## src/rtl/core/rmid_pkg.sv

```systemverilog
package rmid_pkg;

   localparam logic CMD_INSERT = 1'b0;
   localparam logic CMD_DELETE = 1'b1;

   typedef enum logic [1:0] {
      ST_DONE   = 2'd0,
      ST_ABSENT = 2'd1,
      ST_FULL   = 2'd2
   } rmid_status_type;

   localparam int OUT_DATA_WIDTH  = 16;
   localparam int OUT_COUNT_WIDTH = 7;
   localparam int IN_VALUE_WIDTH  = 16;

   // update strobes broadcast to every cell
   typedef struct packed {
      logic ins_en;
      logic del_en;
   } rmid_ctl_type;

endpackage

```

## src/rtl/core/rmid_median.sv

```systemverilog
module rmid_median
   import rmid_pkg::*;
#(
   parameter int CAPACITY   = 64,
   parameter int DATA_WIDTH = 16
) (
   input  logic                                clock,
   input  logic                                load,
   input  logic signed [DATA_WIDTH-1:0]        store [CAPACITY],
   input  logic [$clog2(CAPACITY+1)-1:0]       count,
   output logic signed [DATA_WIDTH-1:0]        median,
   output logic                                has_median
);

   localparam int CW = $clog2(CAPACITY + 1);
   localparam int IW = $clog2(CAPACITY);

   logic [CW-1:0]                lo_cnt;
   logic [IW-1:0]                lo_idx;
   logic [IW-1:0]                hi_idx;
   logic signed [DATA_WIDTH-1:0] lo_ff;
   logic signed [DATA_WIDTH-1:0] hi_ff;
   logic                         odd_ff;
   logic                         empty_ff;
   logic signed [DATA_WIDTH:0]   sum;
   logic signed [DATA_WIDTH:0]   adj;

   assign lo_cnt = (count - CW'(1)) >> 1;
   assign lo_idx = lo_cnt[IW-1:0];
   assign hi_idx = lo_idx + IW'(1);

   always_ff @(posedge clock) begin
      if (load) begin
         lo_ff    <= store[lo_idx];
         hi_ff    <= store[hi_idx];
         odd_ff   <= count[0];
         empty_ff <= (count == '0);
      end
   end

   // halve toward zero
   assign sum = {lo_ff[DATA_WIDTH-1], lo_ff} + {hi_ff[DATA_WIDTH-1], hi_ff};
   assign adj = sum + {{DATA_WIDTH{1'b0}}, sum[DATA_WIDTH]};

   always_comb begin
      priority if (empty_ff) begin
         median = '0;
      end else if (odd_ff) begin
         median = lo_ff;
      end else begin
         median = adj[DATA_WIDTH:1];
      end
   end

   assign has_median = !empty_ff;

endmodule

```

## config.mk

```make
export PLATFORM = sky130hd
export DESIGN_NAME = rmid_median
export DESIGN_NICKNAME = d
export VERILOG_FILES = /design/src/rtl/core/rmid_pkg.sv /design/src/rtl/core/rmid_median.sv
export SDC_FILE = /design/constraint.sdc
export NUM_CORES = 1
export LEC_CHECK = 0
export BUFFER_PORTS_ARGS = -buffer_cell sky130_fd_sc_hd__buf_2
export CAP_MARGIN = 20
export CORE_AREA = 4 4 409 411
export CTS_CLUSTER_SIZE = 30
export DETAILED_ROUTE_END_ITERATION = 8
export DIE_AREA = 0 0 413 415
export SYNTH_ARGS = -nofsm -noshare
export SYNTH_HDL_FRONTEND = slang
export SYNTH_SLANG_ARGS = --single-unit
```

## constraint.sdc

```tcl
create_clock -name clock -period 5.4 [get_ports clock]
set_input_delay 1.08 -clock clock [delete_from_list [all_inputs] [get_ports clock]]
set_output_delay 1.08 -clock clock [all_outputs]
set_load 0.01 [all_outputs]
```

==> impl_metrics.ini <==
[detailed_routing]
viasPerCell = 5.16
drt_drc_violations_left = 0
antenna_left = 0
drtIter0Drc = 4814
firstDrtPassIters = 6
drt_wl_total_um = 227000
wl_per_cell_um = 36.0
vias = 32600

[yosys]
yosys.area.top_type_share_pct = 20.2
synth_async_sr_flop_share_pct = 0
synth_nets = 4078
synth-warning-count = 0
ys_types = 81
synthFlopType = edfxtp_1
synth_edf_count = 34
synthCells = 3025
avgSynthCellArea_um2 = 6.67
netlist.top_cell.by_area = nand2_1
syn-cell-area_um2 = 20200
synth-seq-area-share_pct = 5.06
synthTopCellsByArea = nand2_1 (20%), mux4_2 (19%), mux2i_1 (10%)
synth-seq-cells = 34

[critical_path]
critPathTopFamily = simple AND/OR/NAND/NOR gates
cp_data_arrival_time_ns = 5.22
crit_slowest_cell = nor4_1
path_cells = buf_2 -> inv_1 -> ha_4 -> xnor2_2 -> inv_4 -> ha_4 -> xnor3_4 -> buf_12 -> buf_12 -> mux2i_1 -> o22ai_1 -> nor4_1 -> a41oi_1 -> o211ai_1 -> nand3_1
critical_path_class = primary input to flop
worst_setup_path_end_kind = flop
cp.required_ns = 5.43
start_kind = primary input
critPathLaunch = count[0]
critical_path_buf_inv_count = 5
worstSetupEndpoint = hi_ff[9]$_DFFE_PP_
crit_cells = 15
critical_path.max_fanout = 47
max_stage_delay_ns = 0.87

[sta]
timing.final.crit_share_pct = 96.0
fin_ws_ns = 0.215
slew_headroom_pct = 25.5
drv_slew = 0
maxClockFrequency_mhz = 193
setup_viol_count_final = 0
finalCriticalPeriod_ns = 5.19
final-hold-violation-count = 0
worst_pin_slew_ns = 1.11

[clock_tree]
cts_sinks = 34
cts_root_buf = clkbuf_16
path_clk_slew_ns = 0.06
cts_buffers = 5
cts_buffer_depth = 2
postCtsHoldBufs = 0
cts_setup_buffers = 0
h-tree-depth = 2
cts_tree = built

[global_routing]
grt_max_degree = 95
grtUsageTotal_pct = 25.0
grt_pass1_vias = 30600
grt_util_met1_pct = 31.7
grt-ovfl-total = 0
gr-usage-met3_pct = 6.57
antenna_found_initial = 261
grt_busiest_layer = met2
grt_pass1_wl_um = 293000
met2_usage_pct = 39.8

[die]
core_area_um2 = 164000
die-area_um2 = 171000
rows = 149
die_y_um = 415
start_util_pct = 12.3
die_w_um = 413
io_pins = 1050

[finish]
multi_input_area_um2 = 18000
drive_gt1_share_pct = 37.1
layout.area.seq_um2 = 1020
n_fill_cell = 19000
nNetsFinal = 5018
area_growth_pct = 46.9
postLayoutCoreUtil_pct = 18.0

[place]
gp_congestion = 1.00
pre_cts_ws_ns = -0.142
portBuffers = 1049
dpl.hpwl_um = 191000

[power]
total_power_mw = 6.52
p_per_area_nw_per_um2 = 220
power_leakage_nw = 12.4
vdd_ir_drop_max_mv = 0.153

[flow_run]
max_cap_violations = 0

[worst_hold_path]
hold_path_depth = 2
hold_class = primary input to flop

[outcome]
outcome = finished, final reports clean
[worst min-delay path by stage]
stage | start | endpoint | slack, ns
finish | count[6] | empty_ff$_DFFE_PP_ | 1.12
global route | count[0] | odd_ff$_DFFE_PP_ | 1.13
detailed placement | count[0] | odd_ff$_DFFE_PP_ | 1.42
global placement | count[0] | odd_ff$_DFFE_PP_ | 1.43
CTS | count[0] | odd_ff$_DFFE_PP_ | 1.11
floorplan | count[0] | odd_ff$_DFFE_PP_ | 1.18
[cell usage after synthesis (17+ instances only)]
master        n
nand2_1    1087
nand3_1     280
nor4_1       35
nand4_1      71
buf_2       106
mux2i_1     205
o21ai_1      29
a21oi_1     170
clkbuf_1    174
nor2_1       38
o2111ai_1    17
ha_1         19
o21ai_0      68
a31oi_1      62
edfxtp_1     34
o22ai_1      35
nor3_1       19
o211ai_1     39
buf_1        18
a32oi_1     127
mux4_2      173
[placed cells by master (no fill, tap or decap), types with 8 or more instances in the layout]
master / instances
a2111oi_0: 8
a211oi_1: 13
a21oi_1: 170
a311oi_1: 8
a31oi_1: 61
a32oi_1: 127
and2_1: 12
buf_12: 37
buf_2: 1050
buf_4: 156
diode_2: 153
edfxtp_1: 34
ha_1: 17
inv_1: 11
mux2i_1: 205
mux4_2: 173
nand2_1: 1084
nand3_1: 280
nand4_1: 71
nor2_1: 31
nor3_1: 18
nor4_1: 34
o2111ai_1: 17
o211ai_1: 39
o21ai_0: 67
o21ai_1: 30
o22ai_1: 35
or3_1: 8
xnor2_1: 10
[layout make-up]
| type | count | share of cell area [%] |
|---|---|---|
| well taps | 2189 | 9.25 |
| clock buffers | 5 | 0.423 |
| multi-input cells | 2666 | 60.9 |
| inverters | 14 | 0.194 |
| flip-flops and latches | 34 | 3.45 |
| diodes | 153 | 1.29 |
| clock inverters | 3 | 0.232 |
| repair buffers | 1244 | 24.2 |
[state kept, by name, summed over array words and instances (netlist names)]
register / cells
empty_ff: 1
lo_ff: 16
hi_ff: 16
odd_ff: 1
[repair_timing]
| item | CTS | global route |
|---|---|---|
| pin swaps | 0 | 3 |
| resized for setup | 3 | 8 |
| endpoints found under the setup margin | 3 | 8 |
[logic make-up after synthesis]
kind of cell,Yosys count,synth area share (%)
compound gates,645,21.6
flops,34,5.06
xor+xnor,31,1.61
fa+ha+maj,20,1.28
mux,380,29.7
buf+inv,325,6.99
simple gates,1590,33.8
[stage by stage]
| stage | hold slack [ns] | cell area [um2] | TNS, ns | std cells |
|---|---|---|---|---|
| after floorplan | 1.18 | 20200 | 0 | 3025 |
| after global placement | 1.43 | 29000 | -0.659 | 6145 |
| after detailed placement | 1.42 | 29000 | -0.260 | 6146 |
| after CTS | 1.11 | 29200 | 0 | 6154 |
| after global routing | 1.13 | 29500 | -0.00946 | 6249 |
| final | 1.12 | 29600 | 0 | 6308 |
[power by group]
group          switching [mW]  total, mW  internal [mW]  leakage (nW)
logic                    3.69       5.71           2.02          12.0
clock network           0.135      0.401          0.266        0.0950
registers              0.0459      0.407          0.361         0.332
total                    3.88       6.52           2.64          12.4
[per-layer routing]
metal / part of all wire [%] / up-vias
met5: 0.23 / -
met4: 4.9 / 80
met3: 9.9 / 523
met2: 45 / 2482
met1: 40 / 16000
li1: - / 13400
Note: power is estimated with default switching activity, not from simulation.
