==> src/rtl/core/rmid_pkg.sv <==
package rmid_pkg;

   localparam logic CMD_INSERT = 1'b0;
   localparam logic CMD_DELETE = 1'b1;

   typedef enum logic [1:0] {
      ST_DONE   = 2'd0,
      ST_ABSENT = 2'd1,
      ST_FULL   = 2'd2
   } rmid_status_type;

   localparam int OUT_DATA_WIDTH  = 16;
   localparam int OUT_COUNT_WIDTH = 7;
   localparam int IN_VALUE_WIDTH  = 16;

   // update strobes broadcast to every cell
   typedef struct packed {
      logic ins_en;
      logic del_en;
   } rmid_ctl_type;

endpackage

==> src/rtl/core/rmid_cell.sv <==
module rmid_cell
   import rmid_pkg::*;
#(
   parameter int DATA_WIDTH = 16
) (
   input  logic                         clock,
   input  rmid_ctl_type                 ctl,
   input  logic signed [DATA_WIDTH-1:0] value,
   input  logic signed [DATA_WIDTH-1:0] left_data,
   input  logic signed [DATA_WIDTH-1:0] right_data,
   input  logic                         left_gt,
   input  logic                         occupied,
   output logic signed [DATA_WIDTH-1:0] data_ff,
   output logic                         gt,
   output logic                         eq
);

   logic signed [DATA_WIDTH-1:0] data_in;
   logic                         ge;

   // empty cells act as larger than any value
   assign gt = !occupied || (data_ff > value);
   assign ge = !occupied || (data_ff >= value);
   assign eq = occupied && (data_ff == value);

   always_comb begin
      priority if (ctl.ins_en) begin
         priority if (left_gt) begin
            data_in = left_data;
         end else if (gt) begin
            data_in = value;
         end else begin
            data_in = data_ff;
         end
      end else if (ctl.del_en) begin
         data_in = ge ? right_data : data_ff;
      end else begin
         data_in = data_ff;
      end
   end

   always_ff @(posedge clock) begin
      data_ff <= data_in;
   end

endmodule

==> config.mk <==
export PLATFORM = sky130hd
export DESIGN_NAME = rmid_cell
export DESIGN_NICKNAME = d
export VERILOG_FILES = /design/src/rtl/core/rmid_pkg.sv /design/src/rtl/core/rmid_cell.sv
export SDC_FILE = /design/constraint.sdc
export NUM_CORES = 1
export LEC_CHECK = 0
export ABC_AREA = 0
export BUFFER_PORTS_ARGS = -buffer_cell sky130_fd_sc_hd__buf_2
export CAP_MARGIN = 20
export CORE_MARGIN = 1
export CORE_UTILIZATION = 35
export DETAILED_ROUTE_END_ITERATION = 10
export PLACE_DENSITY = 0.62
export SKIP_LAST_GASP = 1
export SLEW_MARGIN = 25
export SYNTH_ARGS = -nofsm -noshare
export SYNTH_HDL_FRONTEND = slang
export SYNTH_SLANG_ARGS = --single-unit
export TNS_END_PERCENT = 100
==> constraint.sdc <==
create_clock -name clock -period 8 [get_ports clock]
set_input_delay 0.8 -clock clock [delete_from_list [all_inputs] [get_ports clock]]
set_output_delay 0.8 -clock clock [all_outputs]
set_load 0.005 [all_outputs]
==> results of run 1 <==
where the power goes:
part           switching (mW)  total [mW]  leakage (nW)  internal, mW
sequential            0.00647       0.114         0.160         0.108
combinational          0.0432      0.0827         0.702        0.0395
clock                  0.0256      0.0431        0.0138        0.0175
stage by stage:
step	utilization [%]	setup WS, ps	hold WS [ps]	total power [mW]
floorplan	-	4420	1030	0.162
detailed placement	48.4	4720	1130	0.200
CTS	49.0	4720	819	0.245
finish	49.0	4710	829	0.240
global placement	48.4	4800	1110	0.197
global route	49.0	4580	815	0.261
logic make-up after synthesis:
group | synth area share (%)
AOI/OAI and AO/OA | 12.7
buffers and inverters | 7.68
muxes | 13.4
adders and majority gates | 15.8
and+or+nand+nor | 12.6
DFF | 37.8
metal layers:
layer  vias up  routed length (um)
li1        616                   -
met1       524                1370
met2        52                1500
met3         0                 232
met4         0                   0
met5         -                   0
layout make-up:
type,instances,area [sq um]
clock buffer,3,22.5
fill,352,1740
inverter,16,60.1
multi-input combinational,96,697
sequential,16,480
tap,46,57.6
timing repair buffer,71,358
critical path, delay by kind of cell:
family / cells / cell delay [ps]
AO/OA/AOI/OAI: 2 / 220
adder cells (fa/ha/maj): 1 / 310
buffers and inverters: 3 / 260
multiplexers: 1 / 270
AND/OR/NAND/NOR: 3 / 610
final timing paths:
path,start,endpoint,slack [ps],cells after the start
worst max-delay path,value[15],gt,4710,10
worst max register to register,data_ff[15],data_ff[6],5540,8
worst min-delay path,right_data[3],data_ff[3],830,3
worst min register to register,data_ff[1],data_ff[15],1200,4
layout by cell type (no fill, tap or decap), types with 2 or more instances in the layout:
master,n
inv_1,16
mux2i_1,17
nand2_1,4
buf_2,70
nor2_1,22
a21oi_1,22
o21ai_1,2
nand4_1,2
ha_1,16
edfxtp_1,16
clkbuf_4,3
==> flow_summary.json, run 1 <==
{
  "status": "finished, final reports clean",
  "crit_chain": "buf_2, inv_1, ha_1, nand4_2, nor4_2, o21ai_1, nand3_1, mux2i_1, o21ai_1, buf_2",
  "cts_resized": 0,
  "slew_viol_final": 0,
  "dpl_cell_area_sq_um": 1650,
  "p_leak_nw": 0.875,
  "async_reset_ff_share_pct": 0,
  "synth_area_sq_um": 1270,
  "grt_use_met1_pct": 21.1,
  "grt_pass1_wl_um": 5040,
  "synth_top_area_share_pct": 37.8,
  "ys_ff_latch": 16,
  "top_register": "data_ff",
  "yosys-top-cells-count": "a21oi_1, nor2_1, mux2i_1",
  "cts.root.buffer_cell": "clkbuf_4",
  "synth_warnings": 0,
  "grt_overflow": 0,
  "finalHoldViolations": 0,
  "top_regs": "data_ff (16)",
  "grt-busiest-layer": "met2",
  "io_pins": 71,
  "worst_pin_slew_ps": 583,
  "clkTransAtPathRegs_ps": 100,
  "dp_hpwl_um": 2460,
  "setup_violations": 0,
  "wire_per_inst_um": 12.5,
  "drt_wl_total_um": 3100,
  "finalCritPeriodShare_pct": 41.1,
  "rows": 21,
  "firstDrtPassIters": 3,
  "rsz0062_at_grt": "no",
  "criticalPathCategory": "in2out",
  "area_growth_pct": 31.9,
  "synth_nets": 203,
  "met3_usage_pct": 4.04,
  "die_h_um": 62.2,
  "core_sq_um": 3420,
  "use_met2_pct": 26.6,
  "portBuffers": 70,
  "synth-edff-count": 16,
  "initialDrtViolationCount": 35,
  "cts_tree": "built",
  "final_nets": 273,
  "cp-end-kind": "output pin",
  "drv_cap": 0,
  "drive_above_1_share_pct": 38.6,
  "required_ps": 7200,
  "skew_ps": 6.51,
  "drc": 0,
  "synthTopCellsByArea": "edfxtp_1, ha_1, mux2i_1, a21oi_1, nor2_1",
  "ir_drop_mv": 0.0661,
  "gp_congestion": 0.814,
  "cts_buffer_depth": 2,
  "place_inst": 245,
  "crit_slowest_cell": "nor4_2",
  "grt_max_degree": 36,
  "cp-start-kind": "input port",
  "fmax_ghz": 0.304,
  "yosysTopAreaCell": "edfxtp_1",
  "cts_htree_levels": 1,
  "ys.flop_type": "edfxtp_1",
  "die-area_sq_um": 3870,
  "hold_path.class": "in2reg",
  "fp.dieW_um": 62.2,
  "fin_cells": 248,
  "largest_reg_flops": 16,
  "grt.total_usage_pct": 16.4,
  "max_slew_margin_pct": 61.2,
  "slowest_delay_ps": 330,
  "via_per_inst": 4.81,
  "crit_fanout": 4,
  "power.density_nw_per_um2": 143,
  "grt_pass1_vias": 1141,
  "grt_antenna_before_repair": 0,
  "clk-insertion-delay-late_ps": 280,
  "design_area_sq_um": 1680,
  "ys_types": 22,
  "start_util_pct": 37.2,
  "diodes": 0,
  "syn_avg_cell_area_sq_um": 9.48,
  "period_needed_ps": 3290,
  "cts_hold_repair.buffers": 0,
  "cts_buffers": 3,
  "clock_sinks": 16,
  "num_vias": 1192,
  "syn_inst": 134,
  "tns_ps": 0,
  "critical_path_arrival_ps": 2490,
  "postCtsSetupRepairBufs": 0,
  "ys_seq_area_share_pct": 37.8,
  "ant_nets": 0
}
(Power assumes the default switching activity.)
==> inputs of run 2 (changes only) <==
clock period = 3.25 ns   (was 8 ns; I/O delays follow)
==> flow_summary.json, run 2 (synthesis gave the netlist of run 1 again) <==
{
  "swShare_pct": 30.6,
  "fmax_ghz": 0.388,
  "area_growth_pct": 31.9,
  "pwr-share-comb_pct": 34.2,
  "worst_pin_slew_ps": 562,
  "cts.root.buffer_cell": "clkbuf_4",
  "critPathTopFamily": "simple AND/OR/NAND/NOR gates",
  "drive_above_1_share_pct": 38.6,
  "drt_wl_total_um": 2870,
  "grt.total_usage_pct": 15.6,
  "postCtsSetupRepairBufs": 0,
  "start_util_pct": 37.2,
  "die_h_um": 62.2,
  "dp_hpwl_um": 2340,
  "cp-end-kind": "output pin",
  "portBuffers": 70,
  "grt_antenna_before_repair": 0,
  "num_vias": 1161,
  "cts_buffers": 3,
  "max_slew_margin_pct": 62.5,
  "p_int_uw": 405,
  "final_common_cell": "buf_2",
  "cp-start-kind": "register",
  "io_pins": 71,
  "critical_path_arrival_ps": 2250,
  "status": "finished, final reports clean",
  "required_ps": 2920,
  "critPathBufInv": 1,
  "hold_path.class": "in2reg",
  "crit_slowest_cell": "edfxtp_1",
  "place_inst": 245,
  "drv_cap": 0,
  "ant_nets": 0,
  "cts_resized": 0,
  "diodes": 0,
  "grt_pass1_wl_um": 4870,
  "fin_hold_ws_ps": 361,
  "tns_ps": 0,
  "cts_hold_repair.buffers": 0,
  "p_leak_nw": 0.875,
  "initialDrtViolationCount": 41,
  "slew_viol_final": 0,
  "cts_htree_levels": 1,
  "wire_per_inst_um": 11.6,
  "clkTransAtPathRegs_ps": 90,
  "netSwitchingPower_uw": 178,
  "register_area_sq_um": 480,
  "rows": 21,
  "crit_chain": "ha_1, nand4_2, nor4_2, o21ai_1, nand3_1, mux2i_1, o21ai_1, buf_2",
  "finalHoldViolations": 0,
  "final_nets": 273,
  "top_regs": "data_ff (16)",
  "clockPowerShare_pct": 17.8,
  "crit_fanout": 4,
  "fillers": 342,
  "gp_congestion": 0.824,
  "cts_buffer_depth": 2,
  "firstDrtPassIters": 4,
  "mostFrequentLayoutCells": "buf_2, nor2_1, a21oi_1, mux2i_1",
  "grt_pass1_vias": 1177,
  "top_register": "data_ff",
  "core_sq_um": 3420,
  "period_needed_ps": 2580,
  "grt_overflow": 0,
  "die-area_sq_um": 3870,
  "fin_cells": 248,
  "skew_ps": 2.48,
  "criticalPathCategory": "reg2out",
  "finalCritPeriodShare_pct": 79.3,
  "clk-insertion-delay-late_ps": 280,
  "ir_drop_mv": 0.161,
  "grt_max_degree": 36,
  "slowest_delay_ps": 430,
  "setup_violations": 0,
  "pwr-share-seq_pct": 48.0,
  "cts_tree": "built",
  "multi_input_area_sq_um": 697,
  "path_common_cell": "o21ai_1",
  "drc": 0,
  "fp.dieW_um": 62.2,
  "rsz0062_at_grt": "no",
  "clock_sinks": 16,
  "largest_reg_flops": 16,
  "power.density_nw_per_um2": 348,
  "via_per_inst": 4.68
}
## run 2: worst reg2reg max path: stages, from the launching register on
cell and delay [ps]:
edfxtp_1 430, ha_1 340, nand4_2 170, nor4_2 310
o21ai_1 100, nand3_1 110, mux2i_1 110, o31ai_2 260
buf_4 280
## run 2: final cells by class
class                           count  area share (%)
Tap cell                           46            3.44
Sequential cell                    16            28.7
Clock buffer                        3            1.34
Timing Repair Buffer               71            21.4
Inverter                           16            3.58
Multi-Input combinational cell     96            41.6
## run 2: power groups by stage
| stage | logic (mW) | clock network (mW) | registers [mW] |
|---|---|---|---|
| global placement | 0.199 | 0 | 0.285 |
| floorplan | 0.111 | 0 | 0.287 |
| global route | 0.227 | 0.118 | 0.284 |
| detailed placement | 0.203 | 0 | 0.286 |
| CTS | 0.204 | 0.111 | 0.281 |
| finish | 0.200 | 0.104 | 0.280 |
## run 2: final timing paths
| kind | start | endpoint | slack (ps) | cells after the start |
|---|---|---|---|---|
| worst max-delay path | data_ff[15] | gt | 670 | 8 |
| worst min-delay path | right_data[10] | data_ff[10] | 360 | 3 |
| worst max register to register | data_ff[15] | data_ff[9] | 840 | 8 |
| worst min register to register | data_ff[1] | data_ff[13] | 1170 | 4 |
## run 2: layer usage
layer,global-route usage [%],vias to the layer above,wire [um]
met5,0,-,0
met4,5.23,0,0
met3,3.31,0,220
met2,26.0,53,1330
met1,20.0,490,1320
li1,-,618,-
## run 2: per-stage QoR
| stage | total power [mW] | utilization [%] | cell area [sq um] | setup slack, ps |
|---|---|---|---|---|
| 6_report | 0.583 | 49.0 | 1680 | 672 |
| 5_1_grt | 0.629 | 49.0 | 1680 | 418 |
| 4_1_cts | 0.596 | 49.0 | 1680 | 634 |
| 3_5_place_dp | 0.489 | 48.4 | 1650 | 807 |
| 3_3_place_gp | 0.484 | 48.4 | 1650 | 892 |
| 2_1_floorplan | 0.398 | - | 1270 | 83.0 |
==> inputs of run 3 (changes only) <==
clock period = 2.55 ns   (was 3.25 ns; I/O delays follow)
==> flow_summary.json, run 3 (synthesis gave the netlist of run 1 again) <==
{
  "swShare_pct": 31.9,
  "final_nets": 275,
  "grt_pass1_vias": 1127,
  "grt_antenna_before_repair": 0,
  "diodes": 0,
  "cp-start-kind": "register",
  "wire_per_inst_um": 11.7,
  "cts.root.buffer_cell": "clkbuf_4",
  "multi_input_area_sq_um": 756,
  "min_from": "right_data[9]",
  "fp.dieW_um": 62.2,
  "cts_buffers": 3,
  "skew_ps": 8.93,
  "gp_congestion": 0.738,
  "drive_above_1_share_pct": 41.0,
  "pwr-share-comb_pct": 36.7,
  "critical_path_arrival_ps": 2190,
  "clkTransAtPathRegs_ps": 110,
  "portBuffers": 70,
  "fillers": 348,
  "fin_hold_ws_ps": 278,
  "core_sq_um": 3420,
  "finalHoldViolations": 0,
  "grt.total_usage_pct": 15.1,
  "worstReg2RegEnd": "data_ff[1]",
  "ir_drop_mv": 0.240,
  "cts_buffer_depth": 2,
  "dp_hpwl_um": 2360,
  "rsz0062_at_grt": "yes",
  "clockPowerShare_pct": 18.1,
  "register_area_sq_um": 480,
  "ff2ff_path_depth": 9,
  "die-area_sq_um": 3870,
  "io_pins": 71,
  "period_needed_ps": 2450,
  "tns_ps": 0,
  "via_per_inst": 4.73,
  "cts_htree_levels": 1,
  "firstDrtPassIters": 4,
  "crit_chain": "ha_4, nand4_1, nor4_4, o21ai_1, nand3_1, mux2i_2, o21ai_1, buf_2",
  "required_ps": 2300,
  "pre_cts_slack_ps": 134,
  "min_to": "data_ff[9]",
  "finalCritPeriodShare_pct": 95.9,
  "area_growth_pct": 38.6,
  "mostFrequentLayoutCells": "buf_2, nor2_1, a21oi_1",
  "cp-end-kind": "output pin",
  "crit_fanout": 2,
  "slowest_delay_ps": 440,
  "final_common_cell": "buf_2",
  "initialDrtViolationCount": 11,
  "grt_max_degree": 36,
  "r2r-start": "data_ff[15]",
  "drc": 0,
  "drv_cap": 0,
  "r2r_setup_slack_ps": 110,
  "setup_violations": 0,
  "drt_wl_total_um": 2950,
  "crit_slowest_cell": "edfxtp_1",
  "hold_depth": 3,
  "pwr-share-seq_pct": 45.2,
  "start_util_pct": 37.2,
  "num_vias": 1187,
  "power.density_nw_per_um2": 450,
  "cts_hold_repair.buffers": 0,
  "cts_tree": "built",
  "grt_overflow": 0,
  "path_common_cell": "o21ai_1",
  "p_leak_nw": 0.902,
  "p_int_uw": 539,
  "criticalPathCategory": "reg2out",
  "die_h_um": 62.2,
  "worst_pin_slew_ps": 590,
  "ant_nets": 0,
  "netSwitchingPower_uw": 252,
  "fmax_ghz": 0.409,
  "clk-insertion-delay-late_ps": 290,
  "clock_sinks": 16,
  "rows": 21,
  "slew_viol_final": 0,
  "hold_path.class": "in2reg",
  "grt_pass1_wl_um": 4760,
  "largest_reg_flops": 16,
  "top_regs": "data_ff (16)",
  "status": "finished, final reports clean",
  "layout_setup_ws_ps": 104,
  "max_slew_margin_pct": 60.7,
  "top_register": "data_ff"
}
[run 3: cell count changes in the layout (fill, tap and decap cells not counted), sizes merged]
cell | before | now
buf | 71 | 73
clkinv | 0 | 1
[run 3: worst max path at each step]
stage	end	from	slack, ps
after floorplan	data_ff[0]	data_ff[15]	110
after global placement	data_ff[10]	data_ff[15]	200
after detailed placement	data_ff[6]	data_ff[13]	130
after CTS	gt	data_ff[15]	10
after global routing	gt	data_ff[9]	-70
final	gt	data_ff[9]	100
[run 3: layout make-up]
type / instances / area share, %
multi-input cells: 96 / 42.9
flip-flops and latches: 16 / 27.3
repair buffers: 73 / 21.6
inverters: 16 / 3.41
well taps: 46 / 3.27
clock buffers: 3 / 1.28
clock inverters: 1 / 0.213
[run 3: metal layers]
layer / global-route usage, % / part of all wire, % / wire [um]
met4: 2.62 / 0.37 / 11
met3: 2.94 / 6.7 / 197
met1: 19.0 / 44 / 1310
met2: 26.9 / 48 / 1430
met5: 0 / 0 / 0
[run 3: power by group through the flow]
stage / Clock, mW / Sequential [mW] / Combinational [mW]
floorplan: 0 / 0.365 / 0.147
global placement: 0 / 0.362 / 0.262
detailed placement: 0 / 0.362 / 0.267
CTS: 0.152 / 0.356 / 0.282
global route: 0.162 / 0.363 / 0.327
finish: 0.144 / 0.358 / 0.290
[run 3: worst max-delay path, delay by kind of cell (launching register included)]
family / cells / cell delay [ps]
AO/OA/AOI/OAI: 2 / 180
flip-flops: 1 / 440
buffers and inverters: 1 / 130
multiplexers: 1 / 240
AND/OR/NAND/NOR: 3 / 610
adder cells (fa/ha/maj): 1 / 290
[run 3: timing repair]
action | 4_1_cts | 5_1_grt
resized for setup | 2 | 5
cloned | 0 | 0
setup endpoints to repair | 1 | 17
setup buffers | 1 | 0
pin swaps | 0 | 5
[run 3: stage by stage]
step                      power, mW  utilization (%)  area (sq um)  cells
final                         0.792             51.5          1760    251
after global routing          0.852             51.5          1760    251
after CTS                     0.790             50.2          1720    251
after detailed placement      0.629             48.9          1670    246
after global placement        0.623             48.9          1670    246
after floorplan               0.512                -          1280    134
